--- src/rtl/rpoh_pkg.sv ---
// ----------------------------------------------------------------------------
// RSSI packet outcome histogram: shared definitions
// Sizes, function and operation codes, and the command type that travels
// from the classifier through the queue to the counter bank.
// ----------------------------------------------------------------------------
package rpoh_pkg;

    localparam int RSSI_BINS       = 7;
    localparam int BURST_BINS      = 10;
    localparam int COUNT_W         = 32;
    localparam int EDGE_COUNT      = RSSI_BINS - 1;
    localparam int EDGE_W          = 8;
    localparam int CFG_IDX_W       = 3;
    localparam int RBIN_W          = $clog2(EDGE_COUNT + 1);
    localparam int BIN_COUNT       = 3 * RSSI_BINS + BURST_BINS;
    localparam int ADDR_W          = $clog2(BIN_COUNT);
    localparam int BURST_BASE_ADDR = 3 * RSSI_BINS;
    localparam int READ_BURST_BASE = 24;
    localparam int READ_BURST_TOT  = READ_BURST_BASE + BURST_BINS;
    localparam int CATS            = 4;
    localparam int TOT_W           = $clog2(CATS);
    localparam int BIN_OUT_W       = 4;
    localparam int QUEUE_DEPTH     = 2;

    localparam logic signed [EDGE_W-1:0] EDGE_RESET [EDGE_COUNT] = '{
        -8'sd80, -8'sd70, -8'sd60, -8'sd50, -8'sd40, -8'sd30
    };

    localparam logic [2:0] FUNC_GOOD    = 3'd0;
    localparam logic [2:0] FUNC_CRC     = 3'd1;
    localparam logic [2:0] FUNC_TIMEOUT = 3'd2;
    localparam logic [2:0] FUNC_BURST   = 3'd3;
    localparam logic [2:0] FUNC_READ    = 3'd4;
    localparam logic [2:0] FUNC_CLEAR   = 3'd5;

    localparam logic [TOT_W-1:0] TOT_BURST = TOT_W'(3);

    localparam logic [2:0] OP_NONE     = 3'd0;
    localparam logic [2:0] OP_UPDATE   = 3'd1;
    localparam logic [2:0] OP_READ_BIN = 3'd2;
    localparam logic [2:0] OP_READ_TOT = 3'd3;
    localparam logic [2:0] OP_CLEAR    = 3'd4;

    typedef struct packed {
        logic [2:0]           op;
        logic [ADDR_W-1:0]    addr;
        logic [TOT_W-1:0]     tot;
        logic [BIN_OUT_W-1:0] bin;
        logic                 ierr;
        logic                 ign;
    } t_cmd;

endpackage

--- src/rtl/rpoh_front.sv ---
// ----------------------------------------------------------------------------
// RSSI packet outcome histogram: front end
// Holds the bin edge registers and turns each accepted item into a command
// for the counter bank.
// ----------------------------------------------------------------------------
module rpoh_front (
    input  logic                                 i_clk,
    input  logic                                 i_rst_n,
    input  logic                                 i_cfg_we,
    input  logic [rpoh_pkg::CFG_IDX_W-1:0]       i_cfg_index,
    input  logic [rpoh_pkg::EDGE_W-1:0]          i_cfg_data,
    input  logic [2:0]                           i_func,
    input  logic signed [7:0]                    i_rssi,
    input  logic [7:0]                           i_burst_length,
    input  logic [5:0]                           i_counter_index,
    output rpoh_pkg::t_cmd                       o_cmd
);

    logic signed [rpoh_pkg::EDGE_W-1:0] r_edge [rpoh_pkg::EDGE_COUNT];
    logic [rpoh_pkg::EDGE_COUNT-1:0]    ge;
    logic [rpoh_pkg::RBIN_W-1:0]        rbin;
    logic [7:0]                         burst_bin;
    logic [1:0]                         cat;
    logic [2:0]                         sub;

    always_ff @(posedge i_clk) begin
        if (!i_rst_n) begin
            for (int k = 0; k < rpoh_pkg::EDGE_COUNT; k++) begin
                r_edge[k] <= rpoh_pkg::EDGE_RESET[k];
            end
        end else if (i_cfg_we && (i_cfg_index < rpoh_pkg::CFG_IDX_W'(rpoh_pkg::EDGE_COUNT))) begin
            r_edge[i_cfg_index] <= i_cfg_data;
        end
    end

    always_comb begin
        for (int k = 0; k < rpoh_pkg::EDGE_COUNT; k++) begin
            ge[k] = (i_rssi >= r_edge[k]);
        end
        rbin = rpoh_pkg::RBIN_W'($countones(ge));
        burst_bin = (i_burst_length >= 8'(rpoh_pkg::BURST_BINS))
                  ? 8'(rpoh_pkg::BURST_BINS - 1) : i_burst_length - 8'd1;
        cat = i_counter_index[4:3];
        sub = i_counter_index[2:0];
    end

    always_comb begin
        o_cmd = '0;
        o_cmd.op = rpoh_pkg::OP_NONE;
        unique case (i_func)
            rpoh_pkg::FUNC_GOOD, rpoh_pkg::FUNC_CRC, rpoh_pkg::FUNC_TIMEOUT: begin
                o_cmd.op   = rpoh_pkg::OP_UPDATE;
                o_cmd.addr = rpoh_pkg::ADDR_W'(i_func[1:0]) * rpoh_pkg::ADDR_W'(rpoh_pkg::RSSI_BINS)
                           + rpoh_pkg::ADDR_W'(rbin);
                o_cmd.tot  = rpoh_pkg::TOT_W'(i_func[1:0]);
                o_cmd.bin  = rpoh_pkg::BIN_OUT_W'(rbin);
            end
            rpoh_pkg::FUNC_BURST: begin
                if (i_burst_length == 8'd0) begin
                    o_cmd.ign = 1'b1;
                end else begin
                    o_cmd.op   = rpoh_pkg::OP_UPDATE;
                    o_cmd.addr = rpoh_pkg::ADDR_W'(rpoh_pkg::BURST_BASE_ADDR)
                               + rpoh_pkg::ADDR_W'(burst_bin);
                    o_cmd.tot  = rpoh_pkg::TOT_BURST;
                    o_cmd.bin  = rpoh_pkg::BIN_OUT_W'(burst_bin);
                end
            end
            rpoh_pkg::FUNC_READ: begin
                if (i_counter_index < 6'(rpoh_pkg::READ_BURST_BASE)) begin
                    if (sub < 3'(rpoh_pkg::RSSI_BINS)) begin
                        o_cmd.op   = rpoh_pkg::OP_READ_BIN;
                        o_cmd.addr = rpoh_pkg::ADDR_W'(cat) * rpoh_pkg::ADDR_W'(rpoh_pkg::RSSI_BINS)
                                   + rpoh_pkg::ADDR_W'(sub);
                    end else begin
                        o_cmd.op  = rpoh_pkg::OP_READ_TOT;
                        o_cmd.tot = rpoh_pkg::TOT_W'(cat);
                    end
                end else if (i_counter_index < 6'(rpoh_pkg::READ_BURST_TOT)) begin
                    o_cmd.op   = rpoh_pkg::OP_READ_BIN;
                    o_cmd.addr = rpoh_pkg::ADDR_W'(rpoh_pkg::BURST_BASE_ADDR)
                               + rpoh_pkg::ADDR_W'(i_counter_index
                                                   - 6'(rpoh_pkg::READ_BURST_BASE));
                end else if (i_counter_index == 6'(rpoh_pkg::READ_BURST_TOT)) begin
                    o_cmd.op  = rpoh_pkg::OP_READ_TOT;
                    o_cmd.tot = rpoh_pkg::TOT_BURST;
                end else begin
                    o_cmd.ierr = 1'b1;
                end
            end
            rpoh_pkg::FUNC_CLEAR: begin
                o_cmd.op = rpoh_pkg::OP_CLEAR;
            end
            default: begin
                o_cmd.op = rpoh_pkg::OP_NONE;
            end
        endcase
    end

endmodule

--- src/rtl/rpoh_queue.sv ---
// ----------------------------------------------------------------------------
// RSSI packet outcome histogram: command queue
// A short first-in first-out buffer between classifier and counter bank.
// The head is handed on whenever the queue holds a command.
// ----------------------------------------------------------------------------
module rpoh_queue (
    input  logic           i_clk,
    input  logic           i_rst_n,
    input  logic           i_push,
    input  rpoh_pkg::t_cmd i_cmd,
    output logic           o_full,
    output logic           o_head_valid,
    output rpoh_pkg::t_cmd o_head
);

    localparam int PTR_W = $clog2(rpoh_pkg::QUEUE_DEPTH);
    localparam int CNT_W = $clog2(rpoh_pkg::QUEUE_DEPTH + 1);

    rpoh_pkg::t_cmd   r_mem [rpoh_pkg::QUEUE_DEPTH];
    logic [PTR_W-1:0] r_wr_ptr;
    logic [PTR_W-1:0] r_rd_ptr;
    logic [CNT_W-1:0] r_cnt;
    logic             push_ok;
    logic             pop;

    assign o_full       = (r_cnt == CNT_W'(rpoh_pkg::QUEUE_DEPTH));
    assign o_head_valid = (r_cnt != '0);
    assign o_head       = r_mem[r_rd_ptr];
    assign push_ok      = i_push && !o_full;
    assign pop          = o_head_valid;

    always_ff @(posedge i_clk) begin
        if (push_ok) begin
            r_mem[r_wr_ptr] <= i_cmd;
        end
    end

    always_ff @(posedge i_clk) begin
        if (!i_rst_n) begin
            r_wr_ptr <= '0;
            r_rd_ptr <= '0;
            r_cnt    <= '0;
        end else begin
            if (push_ok) begin
                r_wr_ptr <= (r_wr_ptr == PTR_W'(rpoh_pkg::QUEUE_DEPTH - 1))
                          ? '0 : r_wr_ptr + 1'b1;
            end
            if (pop) begin
                r_rd_ptr <= (r_rd_ptr == PTR_W'(rpoh_pkg::QUEUE_DEPTH - 1))
                          ? '0 : r_rd_ptr + 1'b1;
            end
            if (push_ok && !pop) begin
                r_cnt <= r_cnt + 1'b1;
            end else if (pop && !push_ok) begin
                r_cnt <= r_cnt - 1'b1;
            end
        end
    end

endmodule

--- src/rtl/rpoh_back.sv ---
// ----------------------------------------------------------------------------
// RSSI packet outcome histogram: counter bank
// Holds the bin counters and the category totals, carries out one command
// per cycle and registers its result.
// ----------------------------------------------------------------------------
module rpoh_back (
    input  logic                              i_clk,
    input  logic                              i_rst_n,
    input  logic                              i_cmd_valid,
    input  rpoh_pkg::t_cmd                    i_cmd,
    output logic                              o_valid,
    output logic [rpoh_pkg::BIN_OUT_W-1:0]    o_bin_index,
    output logic [rpoh_pkg::COUNT_W-1:0]      o_count,
    output logic                              o_index_error,
    output logic                              o_was_ignored
);

    logic [rpoh_pkg::COUNT_W-1:0] r_bins   [rpoh_pkg::BIN_COUNT];
    logic [rpoh_pkg::COUNT_W-1:0] r_totals [rpoh_pkg::CATS];
    logic                         r_valid;
    logic [rpoh_pkg::BIN_OUT_W-1:0] r_bin;
    logic [rpoh_pkg::COUNT_W-1:0] r_count;
    logic                         r_ierr;
    logic                         r_ign;
    logic [rpoh_pkg::COUNT_W-1:0] bin_now;
    logic [rpoh_pkg::COUNT_W-1:0] tot_now;
    logic [rpoh_pkg::COUNT_W-1:0] n_bin;
    logic [rpoh_pkg::COUNT_W-1:0] n_tot;
    logic [rpoh_pkg::COUNT_W-1:0] n_count;

    always_comb begin
        bin_now = r_bins[i_cmd.addr];
        tot_now = r_totals[i_cmd.tot];
        n_bin   = bin_now + 1'b1;
        n_tot   = tot_now + 1'b1;
        unique case (i_cmd.op)
            rpoh_pkg::OP_UPDATE:   n_count = n_bin;
            rpoh_pkg::OP_READ_BIN: n_count = bin_now;
            rpoh_pkg::OP_READ_TOT: n_count = tot_now;
            default:               n_count = '0;
        endcase
    end

    always_ff @(posedge i_clk) begin
        if (!i_rst_n) begin
            for (int k = 0; k < rpoh_pkg::BIN_COUNT; k++) begin
                r_bins[k] <= '0;
            end
            for (int k = 0; k < rpoh_pkg::CATS; k++) begin
                r_totals[k] <= '0;
            end
        end else if (i_cmd_valid && (i_cmd.op == rpoh_pkg::OP_CLEAR)) begin
            for (int k = 0; k < rpoh_pkg::BIN_COUNT; k++) begin
                r_bins[k] <= '0;
            end
            for (int k = 0; k < rpoh_pkg::CATS; k++) begin
                r_totals[k] <= '0;
            end
        end else if (i_cmd_valid && (i_cmd.op == rpoh_pkg::OP_UPDATE)) begin
            r_bins[i_cmd.addr]  <= n_bin;
            r_totals[i_cmd.tot] <= n_tot;
        end
    end

    always_ff @(posedge i_clk) begin
        if (!i_rst_n) begin
            r_valid <= 1'b0;
        end else begin
            r_valid <= i_cmd_valid;
        end
    end

    always_ff @(posedge i_clk) begin
        if (i_cmd_valid) begin
            r_bin   <= i_cmd.bin;
            r_count <= n_count;
            r_ierr  <= i_cmd.ierr;
            r_ign   <= i_cmd.ign;
        end
    end

    assign o_valid       = r_valid;
    assign o_bin_index   = r_bin;
    assign o_count       = r_count;
    assign o_index_error = r_ierr;
    assign o_was_ignored = r_ign;

endmodule

--- src/rtl/rssi_packet_outcome_histogram_core.sv ---
// ----------------------------------------------------------------------------
// RSSI packet outcome histogram core
// Packet and error-burst statistics with programmable RSSI bin edges.
//
// An item is accepted at a clock edge where i_start is high and o_busy is
// low. Its function code selects a good, CRC-failed or timed-out packet
// record, an error-burst record, a counter read or a clear of all counters.
// Every item gives exactly one result, shown for one cycle with o_valid high;
// the receiver cannot stall it.
// The classifier writes a command into a two-entry queue at the accepting
// edge, the counter bank takes it at the next edge, and the result is on the
// ports in the cycle after that. The counter bank retires one command per
// cycle, so an item can be accepted every cycle and o_busy stays low in
// normal use.
// Reset sets the six bin edges to -80, -70, -60, -50, -40 and -30 dBm and
// clears all counters in the same cycle. Bin edges go in through i_cfg_we,
// i_cfg_index and i_cfg_data; the user writes them only while no item is in
// flight, the block does not enforce it, and an index above five is ignored.
// ----------------------------------------------------------------------------
module rssi_packet_outcome_histogram_core (
    input  logic                           i_clk,
    input  logic                           i_rst_n,
    input  logic                           i_cfg_we,
    input  logic [rpoh_pkg::CFG_IDX_W-1:0] i_cfg_index,
    input  logic [rpoh_pkg::EDGE_W-1:0]    i_cfg_data,
    input  logic                           i_start,
    output logic                           o_busy,
    input  logic [2:0]                     i_func,
    input  logic signed [7:0]              i_rssi,
    input  logic [7:0]                     i_burst_length,
    input  logic [5:0]                     i_counter_index,
    output logic                           o_valid,
    output logic [3:0]                     o_bin_index,
    output logic [31:0]                    o_count_value,
    output logic                           o_index_error,
    output logic                           o_was_ignored
);

    rpoh_pkg::t_cmd               cmd;
    rpoh_pkg::t_cmd               head;
    logic                         full;
    logic                         head_valid;
    logic [rpoh_pkg::COUNT_W-1:0] count;
    logic [rpoh_pkg::BIN_OUT_W-1:0] bin;

    rpoh_front u_front (
        .i_clk           (i_clk),
        .i_rst_n         (i_rst_n),
        .i_cfg_we        (i_cfg_we),
        .i_cfg_index     (i_cfg_index),
        .i_cfg_data      (i_cfg_data),
        .i_func          (i_func),
        .i_rssi          (i_rssi),
        .i_burst_length  (i_burst_length),
        .i_counter_index (i_counter_index),
        .o_cmd           (cmd)
    );

    rpoh_queue u_queue (
        .i_clk        (i_clk),
        .i_rst_n      (i_rst_n),
        .i_push       (i_start && !full),
        .i_cmd        (cmd),
        .o_full       (full),
        .o_head_valid (head_valid),
        .o_head       (head)
    );

    rpoh_back u_back (
        .i_clk         (i_clk),
        .i_rst_n       (i_rst_n),
        .i_cmd_valid   (head_valid),
        .i_cmd         (head),
        .o_valid       (o_valid),
        .o_bin_index   (bin),
        .o_count       (count),
        .o_index_error (o_index_error),
        .o_was_ignored (o_was_ignored)
    );

    assign o_busy        = full;
    assign o_bin_index   = 4'(bin);
    assign o_count_value = 32'(count);

endmodule

--- config.mk ---
export PLATFORM = sky130hd
export DESIGN_NAME = rssi_packet_outcome_histogram_core
export DESIGN_NICKNAME = d
export VERILOG_FILES = /design/src/rtl/rpoh_pkg.sv /design/src/rtl/rpoh_front.sv /design/src/rtl/rpoh_queue.sv /design/src/rtl/rpoh_back.sv /design/src/rtl/rssi_packet_outcome_histogram_core.sv
export SDC_FILE = /design/constraint.sdc
export NUM_CORES = 2
export LEC_CHECK = 0
export BUFFER_PORTS_ARGS = -buffer_cell sky130_fd_sc_hd__clkbuf_2
export CORE_MARGIN = 10
export CORE_UTILIZATION = 60
export DETAILED_ROUTE_END_ITERATION = 16
export PLACE_DENSITY_LB_ADDON = 0.12
export SLEW_MARGIN = 20
export SYNTH_ARGS = -nofsm -noshare
export SYNTH_HDL_FRONTEND = slang
export SYNTH_SLANG_ARGS = --single-unit
--- constraint.sdc ---
create_clock -name i_clk -period 7.2 [get_ports i_clk]
set_input_delay 1.44 -clock i_clk [delete_from_list [all_inputs] [get_ports i_clk]]
set_output_delay 1.44 -clock i_clk [all_outputs]
set_load 0.02 [all_outputs]
# Word level (Yosys, flattened, before mapping)
# Memories as Yosys holds them, arrays and structs flattened. A register that Yosys moved wholly into a read port is not among the register bits.
# Index checks and enable logic that the tools add are counted.
# Widths: inputs -> output; s select.
[word_totals]
reg_bits = 43
latch_bits = 0
ram_bits = 1200
mem_bits_ro = 0
elab_cells = 190
memories = 4
[op_classes]
add_sub_neg = 17
n_mul = 2
div = 0
magnitude_cmp = 11
eq_ne = 11
shift = 0
mux = 84
n_bitwise = 35
reduce_logical = 18
[memory_table]
columns = ["memory", "words", "word_bits", "rd", "rd_clocked_by_memory_dff", "wr", "line", "rtl"]
rows = [
  ["u_back.r_bins", 31, 32, 1, 0, 31, "rpoh_back.sv:18", "logic [rpoh_pkg::COUNT_W-1:0] r_bins [rpoh_pkg::BIN_COUNT];"],
  ["u_back.r_totals", 4, 32, 1, 0, 4, "rpoh_back.sv:19", "logic [rpoh_pkg::COUNT_W-1:0] r_totals [rpoh_pkg::CATS];"],
  ["u_front.r_edge", 6, 8, 6, 0, 6, "rpoh_front.sv:19", "logic signed [rpoh_pkg::EDGE_W-1:0] r_edge [rpoh_pkg::EDGE_COUNT];"],
  ["u_queue.r_mem", 2, 16, 1, 1, 1, "rpoh_queue.sv:19", "rpoh_pkg::t_cmd r_mem [rpoh_pkg::QUEUE_DEPTH];"],
]
[ops]
columns = ["cell", "n"]
rows = [
  ["$mux 32", 37],
  ["$pmux 32 s3", 1],
  ["$add 32x1->32 const B", 2],
  ["$reduce_or 32->1", 2],
  ["$ge 8x8->1", 6],
  ["$or 1x1->1", 35],
  ["$mux 1", 27],
  ["$pmux 7 s3", 1],
  ["$mux 5", 4],
  ["$mux 2", 8],
  ["$eq 3x2->1 const B", 4],
  ["$mux 12", 1],
  ["$pmux 3 s4", 1],
  ["$add 5x3->5", 2],
  ["$add 5x5->5 const A", 2],
  ["$mul 2x3->5 const B", 2],
  ["$mux 10", 1],
  ["$eq 3x3->1 const B", 3],
  ["$ge 8x4->1 const B", 1],
  ["$logic_not 8->1", 1],
  ["$mux 8", 1],
  ["$pmux 4 s2", 1],
  ["$reduce_or 8->1", 1],
  ["$logic_and 1x1->1", 7],
  ["other kinds (18)", 27],
]

# Longest topological paths before layout
[logic_depth]
ltp_word = 8
ltp_mapped = 24
mapped_depth_nobuf = 24

# Hierarchy
# A second synthesis with hierarchy kept.
[hier_totals]
hier_cells = 4432
hier_area_um2 = 57502.6
[by_module_without_submodules]
columns = ["module", "n_inst", "cells_per_inst", "area_each_um2", "seq_area_each_um2"]
rows = [
  ["rpoh_back", 1, 3926, 52061.2, 35754.3],
  ["rpoh_front", 1, 430, 4041.4, 1441.4],
  ["rpoh_queue", 1, 75, 1386.3, 1061.0],
  ["rssi_packet_outcome_histogram_core", 1, 1, 13.8, 0.0],
]

# Worst setup path after synthesis
# No wires, ideal clock.
[synth_timing]
path_type = "in2reg"
startpoint = "input i_rssi[0]"
endpoint = "memory u_queue.r_mem[0][11] (netlist name), data pin"
setup_time_ns = 0.274
t_arrival_ns = 5.506
path_slack_ns = 1.419
path_stages = 22
path_cell_list = "inv_1 > ha_1 > nand2b_1 > a21o_1 > a21o_1 > a21oi_1 > nor2b_1 > o21ai_0 > nand2b_1 > a2111oi_0 > a21oi_1 > ha_1 > fa_1 > ha_1 > inv_1 > fa_1 > inv_1 > ha_1 > fa_1 > xor2_1 > a32oi_1 > o21ai_0"
[synth_rtl]
columns = ["element", "line", "rtl"]
rows = [
  ["start: declaration", "rssi_packet_outcome_histogram_core.sv:29", "input logic signed [7:0] i_rssi,"],
  ["end: declaration", "rpoh_queue.sv:19", ""],
]

==> qor.yml <==
yosys-top-cells-area: "sky130_fd_sc_hd__edfxtp_1 (65%), sky130_fd_sc_hd__nor2_1 (7.8%), sky130_fd_sc_hd__mux2i_1 (3.2%)"
status: "complete, no violations"
setup_viol_count_final: 0
dpl.hpwl_microns: 117000
area.growth.synth_to_final_pct: 11.1
regArea_sq_um: 38300
largest_family_of_logic_cells_by_synthesized_area: "simple AND/OR/NAND/NOR gates"
post_synthesis_compound_gate_area_fraction: 0.0605
count_of_fill_cells_added_during_filler_insertion: 6989
cells_after_synthesis: 4737
total_switching_power_mw: 10.2
yosysUniqueCellTypes: 84
clk_transition_reported_paths_ns: 0.06
cts_hold_repair.buffers: 0
synth_async_sr_flop_share: 0
first_pass_grt_wire_length_microns: 278000
utilization: 0.670
clockPowerShare: 0.260
cts_tree: "built"
number_of_cts_inserted_buffers: 135
synth_mux_area_frac: 0.0654
nets: 4896
synth_seq_area_share: 0.657
swShare: 0.397
layout-drive-gt1-share: 0.136
fmaxAchievable_ghz: 0.160
fin_worst_skew_ns: 0.0258
timing.critical_path.from_type: "register"
floorplan.die.width_microns: 332
final_period_demand_of_the_worst_path_ns: 6.26
finalWirelength_microns: 193000
crit_fanout: 25
io_pins: 80
rsz0062_at_grt: "no"
critical_path_required_ns: 7.66
average_wire_per_cell_in_the_routed_design_microns: 31.3
synth_top_cell_area_share: 0.655
ys_ff_latch: 1276
power.total_mw: 25.6
drt_via_density: 6.81
first_global_vias: 40600
grt_util_all_layers: 0.343
global_route.overflow_total: 0
source_to_sink_clock_delay_at_the_later_pin_of_the_worst_skew_pair_ns: 0.75
synth-edff-count: 1270
clock_sinks: 1276
ys_warn_count: 0
post_synth_most_frequent_cells: "sky130_fd_sc_hd__edfxtp_1 (1270), sky130_fd_sc_hd__nor2_1 (1211), sky130_fd_sc_hd__nand2_1 (279), sky130_fd_sc_hd__clkbuf_1 (238), sky130_fd_sc_hd__nand3_1 (199)"
p_comb_frac: 0.369
cts_root_buffer: "sky130_fd_sc_hd__clkbuf_16"
internal_power_mw: 15.4
detailedRoute.firstIterationViolations: 7058
antenna_left: 0
max_cap_viol_count: 0
io_buffers: 79
die_h_microns: 332
initial_utilization: 0.603
power_per_cell_area_nw_per_um2: 396
cts_post_setup_buffers_inserted: 0
yosys.area_share.simple: 0.149
power.leakage_nw: 23.7
drc: 0
worstHoldPathType: "reg -> reg"
p_seq_frac: 0.371
number_of_optimization_iterations_in_the_first_detailed_route_pass: 6
largest_net_degree_at_the_start_of_global_routing: 72
post_cts_resized: 0
number_of_antenna_violations_at_the_first_check_in_global_routing: 2
ir_worst_vdd_mv: 0.312
synth_largest_area_cell: "sky130_fd_sc_hd__edfxtp_1"
tightest_slew_ns: 1.26
design_area_sq_um: 64700
yosys_most_used_dff: "sky130_fd_sc_hd__edfxtp_1"
synth-xor-area-share: 0.0118
classification_of_the_worst_setup_path: "reg -> reg"
dpl_worst_slack_ns: 0.789
timing_hold_violations_final: 0
final_min_period_over_clock_period: 0.870
final_wtd_congestion: 0.941
post_synth_instance_area_sq_um: 58300
critical_path_sink_type: "register"
floorplan.die_area_sq_um: 110000
worst_ep_arrival_time_ns: 6.72
route.vias.total: 41900
post-synth-top-count-cell: "sky130_fd_sc_hd__edfxtp_1"
timing.final.ws_setup_ns: 0.935
ctsHtreeMaxLevel: 4
clk_path_buf_depth: 3
footprint_of_the_multi_input_gates_sq_um: 18200
synth-adder-area-share: 0.0184
core_area_sq_um: 96600
setup_total_negative_slack_ns: 0
worst_slew_margin_rel: 0.157
mappedNetlistNets: 4858
rows: 114
syn-mean-instance-area_sq_um: 12.3
report.final.slew_viol_count: 0
placed_cell_area_sq_um: 60500
[final cells by class]
type	count	share of cell area
sequential	1276	0.591
multi-input combinational	2960	0.282
clock buffer	185	0.0584
timing repair buffer	286	0.0313
tap	1276	0.0247
inverter	116	0.00673
clock inverter	56	0.00567
antenna	2	0.0000774
[metrics by stage]
stage / instances / hold slack (ns)
floorplan: 4737 / 0.473
detailed placement: 5914 / 0.536
global placement: 5914 / 0.487
finish: 6157 / 0.548
global route: 6155 / 0.593
CTS: 6155 / 0.548
[power groups by stage]
stage	sequential (mW)	combinational, mW	clock [mW]
2_1_floorplan	9.70	5.42	0
3_3_place_gp	9.60	9.10	0
3_5_place_dp	9.64	9.16	0
4_1_cts	9.49	9.20	6.68
5_1_grt	9.56	9.74	6.98
6_report	9.50	9.46	6.66
[logic make-up after synthesis]
kind of cell,Yosys count
compound gates,531
mux,282
simple gates,1991
xor+xnor,75
buf+inv,501
flops,1276
fa+ha+maj,81
[flip-flops by register name, indices dropped and copies added, names as in the netlist, named ones only]
register              cells
u_back.o_bin_index        4
u_back.o_count           32
u_back.o_index_error      1
u_back.o_valid            1
u_back.o_was_ignored      1
u_back.r_bins          1024
u_back.r_totals         128
u_front.r_edge           48
u_queue.r_cnt             2
u_queue.r_mem            32
u_queue.r_rd_ptr          1
u_queue.r_wr_ptr          1
[critical path: stages, from the launching register on]
cell,delay (ns)
sky130_fd_sc_hd__dfxtp_2,0.54
sky130_fd_sc_hd__mux2i_4,0.98
sky130_fd_sc_hd__buf_4,0.57
sky130_fd_sc_hd__nor3_1,0.11
sky130_fd_sc_hd__o41ai_1,0.64
sky130_fd_sc_hd__nand4_1,0.42
sky130_fd_sc_hd__nor4_1,0.50
sky130_fd_sc_hd__buf_4,0.27
sky130_fd_sc_hd__and3_1,0.21
sky130_fd_sc_hd__nor3b_2,0.31
sky130_fd_sc_hd__buf_4,0.22
sky130_fd_sc_hd__nand4_1,0.22
sky130_fd_sc_hd__xnor2_4,0.62
sky130_fd_sc_hd__buf_12,0.24
sky130_fd_sc_hd__nor2_1,0.07
[layer usage]
layer  track usage  share of wire
met1         0.449           0.34
met2         0.524           0.45
met3        0.0833           0.14
met4         0.193          0.064
met5             0       0.000067
[worst paths after layout]
path	endpoint	from	slack (ns)	cells past startpoint
worst max-delay path	u_back.r_bins[15][29]	register	0.94	14
worst min-delay path	u_queue.r_cnt[1]	u_queue.r_cnt[1]	0.55	2
worst max register to register	u_back.r_bins[15][29]	register	0.94	14
worst min register to register	u_queue.r_cnt[1]	u_queue.r_cnt[1]	0.55	2
[layout by cell type (no fill, tap or decap), types with 40 or more instances in the layout]
master	synthesis	routed
sky130_fd_sc_hd__inv_1	109	109
sky130_fd_sc_hd__clkbuf_1	238	40
sky130_fd_sc_hd__nand2_1	279	246
sky130_fd_sc_hd__clkbuf_16	0	145
sky130_fd_sc_hd__nand3_1	199	199
sky130_fd_sc_hd__o22ai_1	86	86
sky130_fd_sc_hd__nor3_1	55	54
sky130_fd_sc_hd__ha_1	73	73
sky130_fd_sc_hd__a21oi_1	110	110
sky130_fd_sc_hd__edfxtp_1	1270	1270
sky130_fd_sc_hd__clkbuf_2	0	79
sky130_fd_sc_hd__buf_4	26	201
sky130_fd_sc_hd__mux2i_1	187	185
sky130_fd_sc_hd__o21ai_0	100	97
sky130_fd_sc_hd__nand4_1	54	54
sky130_fd_sc_hd__mux4_2	77	77
sky130_fd_sc_hd__nor2_1	1211	1209
Note: power is estimated with default switching activity, not from simulation.
